### src/hw/rtl/tkbsr_pkg.sv
package tkbsr_pkg;

    localparam int MAX_RANKED     = 8;
    localparam int SUM_WIDTH      = 36;
    localparam int ID_WIDTH       = 16;
    localparam int AMOUNT_WIDTH   = 32;
    localparam int K_WIDTH        = 4;
    localparam int APB_ADDR_WIDTH = 3;
    localparam int APB_DATA_WIDTH = 32;

    localparam int S_TDATA_WIDTH = ((AMOUNT_WIDTH + 7) / 8) * 8;
    localparam int M_TDATA_WIDTH = ((ID_WIDTH + SUM_WIDTH + 7) / 8) * 8;

    // word index of each register (byte address / 4)
    localparam logic [APB_ADDR_WIDTH-3:0] REG_K_IN_USE = '0;

    localparam logic [K_WIDTH-1:0] K_RESET = K_WIDTH'(8);

    typedef logic [SUM_WIDTH-1:0] t_sum;
    typedef logic [ID_WIDTH-1:0]  t_id;

    typedef struct packed {
        logic accept;   // input transfer this cycle
        logic rank;     // transfer closes a block
        logic shift;    // report transfer, chain moves toward cell 0
    } t_cell_ctl;

endpackage

### src/hw/rtl/tkbsr_cell.sv
module tkbsr_cell
    import tkbsr_pkg::*;
(
    input  logic      i_clk,
    input  logic      i_rst_n,
    input  t_cell_ctl i_ctl,
    input  logic      i_in_k,
    input  t_sum      i_new_sum,
    input  t_id       i_new_id,
    input  logic      i_prev_gt,
    input  logic      i_prev_valid,
    input  t_sum      i_prev_sum,
    input  t_id       i_prev_id,
    input  logic      i_next_valid,
    input  t_sum      i_next_sum,
    input  t_id       i_next_id,
    output logic      o_gt,
    output logic      o_valid,
    output t_sum      o_sum,
    output t_id       o_id
);

    logic r_valid;
    logic n_valid;
    t_sum r_sum;
    t_sum n_sum;
    t_id  r_id;
    t_id  n_id;
    logic w_eff_valid;
    t_sum w_held;
    logic w_gt;

    // slots beyond k count as empty
    assign w_eff_valid = r_valid && i_in_k;
    assign w_held      = w_eff_valid ? r_sum : '0;
    assign w_gt        = i_in_k && (i_new_sum > w_held);

    assign o_gt    = w_gt;
    assign o_valid = w_eff_valid;
    assign o_sum   = r_sum;
    assign o_id    = r_id;

    always_comb begin
        n_valid = r_valid;
        n_sum   = r_sum;
        n_id    = r_id;
        if (i_ctl.shift) begin
            n_valid = i_next_valid;
            n_sum   = i_next_sum;
            n_id    = i_next_id;
        end else if (i_ctl.accept) begin
            n_valid = w_eff_valid;
            if (i_ctl.rank && w_gt) begin
                // gt is monotonic along the row: a cell whose left neighbor
                // also wins takes the neighbor's entry, the first winner
                // takes the new sum
                n_valid = w_eff_valid || i_prev_valid;
                if (i_prev_gt) begin
                    n_sum = i_prev_sum;
                    n_id  = i_prev_id;
                end else begin
                    n_sum = i_new_sum;
                    n_id  = i_new_id;
                end
            end
        end
    end

    always_ff @(posedge i_clk) begin
        if (!i_rst_n) begin
            r_valid <= 1'b0;
        end else begin
            r_valid <= n_valid;
        end
    end

    always_ff @(posedge i_clk) begin
        r_sum <= n_sum;
        r_id  <= n_id;
    end

endmodule

### src/hw/rtl/top_k_block_sum_ranker.sv
// top-k block sum ranker
// input stream: s_axis_tdata carries one transaction amount (unsigned, 8
// fraction bits), s_axis_tuser[0] marks the last transaction of a block and
// s_axis_tlast the last transaction of the run. amounts of a block are summed
// with saturation, blocks are numbered from 1 and each closed block is
// inserted into a descending row of up to k_in_use ranked cells in the cycle
// of its transfer (one compare per cell, shift toward the tail).
// output stream: after the run's last transfer the row is reported from the
// top, one entry per transfer; tuser[0] is 1 for a ranked entry, and an empty
// row gives one transfer with tuser 0, zero data and tlast set.
// throughput: one input transfer per cycle while no report is pending. the
// first report transfer is offered in the cycle after the tlast input
// transfer; a report of n entries (n at least 1) takes n output transfers, and
// the input side holds s_axis_tready low until
// the final report transfer. a stalled report holds its data; the row moves
// one cell up per completed output transfer and is empty again afterwards.
// k_in_use sits at byte address 0 of the apb port, reset value 8; 0 acts as
// 1 and values above 8 act as 8. reset empties the row and the accumulator,
// no clearing pass is needed.
module top_k_block_sum_ranker
    import tkbsr_pkg::*;
(
    input  logic                      i_clk,
    input  logic                      i_rst_n,
    // apb configuration
    input  logic                      psel,
    input  logic                      penable,
    input  logic                      pwrite,
    input  logic [APB_ADDR_WIDTH-1:0] paddr,
    input  logic [APB_DATA_WIDTH-1:0] pwdata,
    output logic [APB_DATA_WIDTH-1:0] prdata,
    output logic                      pready,
    // input stream
    input  logic                      s_axis_tvalid,
    output logic                      s_axis_tready,
    input  logic [S_TDATA_WIDTH-1:0]  s_axis_tdata,  // [31:0] amount
    input  logic [0:0]                s_axis_tuser,  // [0] end_of_block
    input  logic                      s_axis_tlast,  // end_of_run
    // result stream
    output logic                      m_axis_tvalid,
    input  logic                      m_axis_tready,
    output logic [M_TDATA_WIDTH-1:0]  m_axis_tdata,  // [15:0] ranked_block_id, [51:16] ranked_sum
    output logic [0:0]                m_axis_tuser,  // [0] entry_valid
    output logic                      m_axis_tlast   // last
);

    typedef enum logic [0:0] {
        ST_IDLE,
        ST_REPORT
    } t_state;

    t_state             r_state;
    logic [K_WIDTH-1:0] r_k;
    logic [K_WIDTH-1:0] w_k_eff;
    t_sum               r_acc;
    t_id                r_block_num;
    logic [SUM_WIDTH:0] w_acc_sum;
    t_sum               w_new_sum;
    t_id                w_new_id;
    t_cell_ctl          w_ctl;
    logic               w_in_xfer;
    logic               w_out_xfer;
    logic               w_cfg_wr;
    logic [MAX_RANKED-1:0] w_in_k;

    // chain wires, index i+1 is cell i, both ends tied off
    logic w_gt    [0:MAX_RANKED+1];
    logic w_valid [0:MAX_RANKED+1];
    t_sum w_sum   [0:MAX_RANKED+1];
    t_id  w_id    [0:MAX_RANKED+1];

    // configuration
    assign pready   = 1'b1;
    assign w_cfg_wr = psel && penable && pwrite && pready
                      && (paddr[APB_ADDR_WIDTH-1:2] == REG_K_IN_USE);
    assign prdata   = (paddr[APB_ADDR_WIDTH-1:2] == REG_K_IN_USE)
                      ? APB_DATA_WIDTH'(r_k) : '0;

    always_comb begin
        w_k_eff = r_k;
        if (r_k == '0) begin
            w_k_eff = K_WIDTH'(1);
        end else if (int'(r_k) > MAX_RANKED) begin
            w_k_eff = K_WIDTH'(MAX_RANKED);
        end
    end

    // handshakes
    assign s_axis_tready = (r_state == ST_IDLE);
    assign m_axis_tvalid = (r_state == ST_REPORT);
    assign w_in_xfer     = s_axis_tvalid && s_axis_tready;
    assign w_out_xfer    = m_axis_tvalid && m_axis_tready;

    // saturating block sum including this transfer's amount
    assign w_acc_sum = {1'b0, r_acc} + (SUM_WIDTH + 1)'(s_axis_tdata[AMOUNT_WIDTH-1:0]);
    assign w_new_sum = w_acc_sum[SUM_WIDTH] ? '1 : w_acc_sum[SUM_WIDTH-1:0];
    assign w_new_id  = r_block_num + ID_WIDTH'(1);

    assign w_ctl.accept = w_in_xfer;
    assign w_ctl.rank   = s_axis_tuser[0] || s_axis_tlast;
    assign w_ctl.shift  = w_out_xfer;

    assign w_gt[0]               = 1'b0;
    assign w_valid[0]            = 1'b1;
    assign w_sum[0]              = '0;
    assign w_id[0]               = '0;
    assign w_gt[MAX_RANKED+1]    = 1'b0;
    assign w_valid[MAX_RANKED+1] = 1'b0;
    assign w_sum[MAX_RANKED+1]   = '0;
    assign w_id[MAX_RANKED+1]    = '0;

    for (genvar gi = 0; gi < MAX_RANKED; gi++) begin : g_cell
        assign w_in_k[gi] = (int'(w_k_eff) > gi);

        tkbsr_cell u_cell (
            .i_clk        (i_clk),
            .i_rst_n      (i_rst_n),
            .i_ctl        (w_ctl),
            .i_in_k       (w_in_k[gi]),
            .i_new_sum    (w_new_sum),
            .i_new_id     (w_new_id),
            .i_prev_gt    (w_gt[gi]),
            .i_prev_valid (w_valid[gi]),
            .i_prev_sum   (w_sum[gi]),
            .i_prev_id    (w_id[gi]),
            .i_next_valid (w_valid[gi+2]),
            .i_next_sum   (w_sum[gi+2]),
            .i_next_id    (w_id[gi+2]),
            .o_gt         (w_gt[gi+1]),
            .o_valid      (w_valid[gi+1]),
            .o_sum        (w_sum[gi+1]),
            .o_id         (w_id[gi+1])
        );
    end

    // head cell drives the result stream
    assign m_axis_tuser[0] = w_valid[1];
    assign m_axis_tdata    = w_valid[1] ? M_TDATA_WIDTH'({w_sum[1], w_id[1]}) : '0;
    assign m_axis_tlast    = !w_valid[1] || !w_valid[2];

    always_ff @(posedge i_clk) begin
        if (!i_rst_n) begin
            r_state     <= ST_IDLE;
            r_k         <= K_RESET;
            r_acc       <= '0;
            r_block_num <= '0;
        end else begin
            if (w_cfg_wr) begin
                r_k <= pwdata[K_WIDTH-1:0];
            end
            unique case (r_state)
                ST_IDLE: begin
                    if (w_in_xfer) begin
                        if (s_axis_tlast) begin
                            r_acc       <= '0;
                            r_block_num <= '0;
                            r_state     <= ST_REPORT;
                        end else if (s_axis_tuser[0]) begin
                            r_acc       <= '0;
                            r_block_num <= w_new_id;
                        end else begin
                            r_acc <= w_new_sum;
                        end
                    end
                end
                ST_REPORT: begin
                    if (w_out_xfer && m_axis_tlast) begin
                        r_state <= ST_IDLE;
                    end
                end
                default: r_state <= ST_IDLE;
            endcase
        end
    end

endmodule

### config.mk
export PLATFORM = sky130hd
export DESIGN_NAME = top_k_block_sum_ranker
export DESIGN_NICKNAME = d
export VERILOG_FILES = /design/src/hw/rtl/tkbsr_pkg.sv /design/src/hw/rtl/tkbsr_cell.sv /design/src/hw/rtl/top_k_block_sum_ranker.sv
export SDC_FILE = /design/constraint.sdc
export NUM_CORES = 2
export LEC_CHECK = 0
export BUFFER_PORTS_ARGS = -buffer_cell sky130_fd_sc_hd__buf_4
export CAP_MARGIN = 40
export CORE_ASPECT_RATIO = 1.5
export CORE_MARGIN = 2
export CORE_UTILIZATION = 25
export CTS_CLUSTER_SIZE = 14
export DETAILED_ROUTE_END_ITERATION = 10
export PLACE_DENSITY_LB_ADDON = 0.12
export REMOVE_ABC_BUFFERS = 1
export SYNTH_ARGS = -nofsm -noshare
export SYNTH_HDL_FRONTEND = slang
export SYNTH_SLANG_ARGS = --single-unit
### constraint.sdc
create_clock -name i_clk -period 26.9 [get_ports i_clk]
set_input_delay 6.725 -clock i_clk [delete_from_list [all_inputs] [get_ports i_clk]]
set_output_delay 6.725 -clock i_clk [all_outputs]
set_load 0.005 [all_outputs]
==> flow_metrics.py <==
metrics = {
    "status": {
        "status": "finished, final reports clean",
    },
    "synth": {
        "synth_edf_count": 364,
        "netlist_area_um2": 33200,
        "netlist_instances": 3698,
        "ys_ff_latch": 481,
        "yosysSeqAreaShare_pct": 40.0,
        "synthArstFlopShare_pct": 0,
        "synth_top_flop_cell": "edfxtp_1",
        "postSynthAreaPerCell_um2": 8.98,
        "post_synth_num_cell_types": 74,
        "ys.warnings.count": 0,
    },
    "clock_network": {
        "ctsHoldBuffers": 0,
        "clock_latency_ns": 0.67,
        "postCtsResizedCells": 0,
        "cts.reportedPaths.clkPinSlew_ns": 0.06,
        "cts_buffers": 56,
        "cts_tree": "built",
        "cts-root-buf": "clkbuf_16",
        "cts.sinks": 481,
        "postCtsSetupBuffers": 0,
        "htree_levels": 2,
        "clockBufferDepth": 3,
    },
    "floorplanning": {
        "fp-row-count": 163,
        "initial_core_util_pct": 25.2,
        "coreArea_um2": 132000,
        "die_w_um": 302,
        "io_pins": 169,
        "dieArea_um2": 136000,
        "die_y_um": 450,
    },
    "global_route": {
        "grt_usage_pct": 20.6,
        "grt_max_degree": 88,
        "antenna_found_initial": 3,
        "overflow": 0,
        "grt_pass1_wl_um": 205000,
        "grt_pass1_vias": 28600,
    },
    "worst_setup_path": {
        "reg2reg_to": "g_cell[4].u_cell.o_sum[23]$_DFFE_PP_",
        "path_max_fanout": 47,
        "worst_setup_path_start_kind": "input port",
        "critPathArrivalTime_ns": 15.54,
        "worst_setup_path_end_kind": "flip-flop",
        "r2r_cells": 22,
        "rrSetupSlack_ns": 17.52,
        "worstPathRequired_ns": 27.18,
        "crit-reg2reg-launch": "r_acc[0]$_SDFFE_PN0P_",
        "crit_type": "input port to flip-flop",
    },
    "place": {
        "finalWeightedCongestion": 0.856,
        "portBuffers": 105,
        "dp_hpwl_um": 100000,
    },
    "power": {
        "power_frac_comb_pct": 31.5,
        "leakage_uw": 0.0148,
        "seqPwrFrac_pct": 38.8,
        "power.density_nw_per_um2": 74.8,
        "ir_drop_mv": 0.0471,
        "p_clk_share_pct": 29.7,
        "swShare_pct": 36.8,
        "switchingPower_uw": 1050,
        "p_int_uw": 1790,
    },
    "sta": {
        "period_needed_ns": 15.26,
        "tightest_slew_ns": 0.886,
        "min_period_over_period_pct": 56.7,
        "hold_viol": 0,
        "finClkSkew_ns": 0.0251,
        "slew_violations": 0,
        "max_slew_margin_pct": 41.0,
        "finalSetupViolations": 0,
        "rsz0062_at_grt": "no",
        "timing.hold.ws_ns": 0.467,
        "max_freq_ghz": 0.0655,
    },
    "route": {
        "dr.pass1.iters": 5,
        "vias": 28500,
        "via_per_inst": 5.17,
        "drtIter0Drc": 1858,
        "wirelength_um": 143000,
        "detail-route-antenna-nets": 0,
        "drc_errors": 0,
        "wl_per_cell_um": 25.9,
    },
    "finish": {
        "nNetsFinal": 4117,
        "area_delta_synth_final_pct": 14.3,
        "fillerInstances": 14200,
        "multi_input_area_um2": 18700,
        "final_cell_mix": "nor2_1, nand2_1, edfxtp_1, ha_1, a21oi_1",
        "final_util_pct": 28.8,
        "final_common_cell": "nor2_1",
        "drive_above_1_share_pct": 9.40,
        "seq_area_um2": 13300,
    },
    "worst_hold_path": {
        "holdPathEnd": "g_cell[7].u_cell.o_id[7]$_SDFFE_PP0P_",
        "hold_start": "g_cell[7].u_cell.o_id[7]$_SDFFE_PP0P_",
        "min_path_cells": 2,
        "hp-class": "flip-flop to flip-flop",
    },
    "run": {
        "cap_viol_max_count": 0,
    },
}
[registers in the layout, indices dropped and copies added (netlist names)]
signal	flops
r_acc	36
r_block_num	16
g_cell.u_cell.r_valid	8
m_axis_tvalid	1
g_cell.u_cell.o_id	128
g_cell.u_cell.o_sum	288
r_k	4
[Yosys cell counts (all sizes together), types with 4 or more instances]
master | n | area (um2)
nand3 | 45 | 225
o31ai | 6 | 45.0
or3 | 14 | 92.6
ha | 313 | 3920
a21oi | 307 | 1540
a221o | 4 | 40.0
a311oi | 5 | 43.8
mux2i | 218 | 2180
a31oi | 45 | 282
nor3 | 111 | 567
a31o | 6 | 52.6
a221oi | 7 | 96.3
nor2b | 68 | 425
a211oi | 109 | 828
o21ai | 155 | 776
nand4 | 61 | 382
edfxtp | 364 | 10900
o221a | 10 | 113
nand2b | 19 | 119
and2 | 38 | 240
or2 | 8 | 50.1
o22ai | 51 | 319
a2111oi | 7 | 68.8
and4 | 10 | 87.6
a21o | 54 | 405
dfxtp | 117 | 2340
o211ai | 23 | 173
inv | 52 | 195
nor3b | 7 | 52.6
o21a | 12 | 90.1
buf | 105 | 699
xnor2 | 26 | 228
o221ai | 4 | 35.0
clkbuf | 157 | 594
a22oi | 40 | 300
nor2 | 518 | 1940
and3 | 26 | 163
xor2 | 18 | 158
o21bai | 7 | 52.6
nor4 | 18 | 113
a211o | 13 | 114
nand2 | 489 | 1840
[power groups by stage]
stage	sequential [uW]	clock, uW	combinational (uW)
after CTS	1100	868	904
after floorplan	1080	0	600
after detailed placement	1120	0	903
after global placement	1120	0	884
final	1100	844	893
after global routing	1120	888	975
[critical path, stage by stage]
cell,delay (ns)
buf_4,0.11
ha_1,0.22
fa_1,0.42
a21o_1,0.24
a221oi_4,0.61
nor2_1,0.22
nor2_1,0.19
o2bb2ai_1,0.11
buf_4,0.22
nor2_4,0.38
buf_4,0.59
nand2_1,0.64
ha_1,0.51
nand4_1,0.11
nor2_1,0.62
nand2_1,0.20
nor3_1,0.70
a211o_1,0.19
and4_4,0.55
buf_4,0.54
nand2_1,0.18
nand2_4,0.39
buf_4,0.66
[metrics by stage]
stage	setup TNS (ns)	total power, uW	worst slack [ns]	instance area, um2	std cells
floorplan	-764.83	1680	-3.68	32000	3467
global placement	0	2000	10.87	35700	5383
detailed placement	0	2020	10.84	36000	5401
CTS	0	2880	11.52	38000	5507
global route	0	2980	11.31	38000	5508
finish	0	2840	11.64	38000	5508
[area by class of cell]
| type | count | share of cell area [%] |
|---|---|---|
| inverters | 52 | 0.514 |
| clock buffers | 78 | 4.28 |
| clock inverters | 28 | 0.854 |
| multi-input cells | 2934 | 49.2 |
| well taps | 1732 | 5.71 |
| repair buffers | 202 | 4.41 |
| diodes | 1 | 0.00659 |
| flip-flops and latches | 481 | 35.0 |
[how the worst max path moves through the flow]
| stage | start | end | cells past startpoint |
|---|---|---|---|
| floorplan | m_axis_tready | g_cell[0].u_cell.o_id[0]$_DFFE_PP_ | 2 |
| global placement | s_axis_tdata[0] | g_cell[4].u_cell.o_sum[1]$_DFFE_PP_ | 23 |
| detailed placement | s_axis_tdata[0] | g_cell[4].u_cell.o_sum[1]$_DFFE_PP_ | 23 |
| CTS | s_axis_tdata[0] | g_cell[4].u_cell.o_sum[23]$_DFFE_PP_ | 23 |
| global route | s_axis_tdata[0] | g_cell[4].u_cell.o_sum[23]$_DFFE_PP_ | 23 |
| finish | s_axis_tdata[0] | g_cell[4].u_cell.o_sum[23]$_DFFE_PP_ | 23 |
[cell families (layout without fill, tap and decap cells)]
kind of cell | after synthesis | in the layout | share of synthesized area [%]
simple gates | 1439 | 1439 | 19.1
mux | 221 | 221 | 6.67
xor+xnor | 44 | 44 | 1.16
compound gates | 883 | 883 | 16.7
flops | 481 | 481 | 40.0
fa+ha+maj | 314 | 314 | 11.9
other cells | 2 | 34 | 0.0226
buf+inv | 314 | 360 | 4.48
[routing by layer]
metal  GRT usage (%)  routed length, um
met4            6.78               4980
met3            1.72               4740
met5               0                 30
met2            39.0              76100
met1            24.0              56900
No activity file was read; power rests on OpenSTA's default activity.
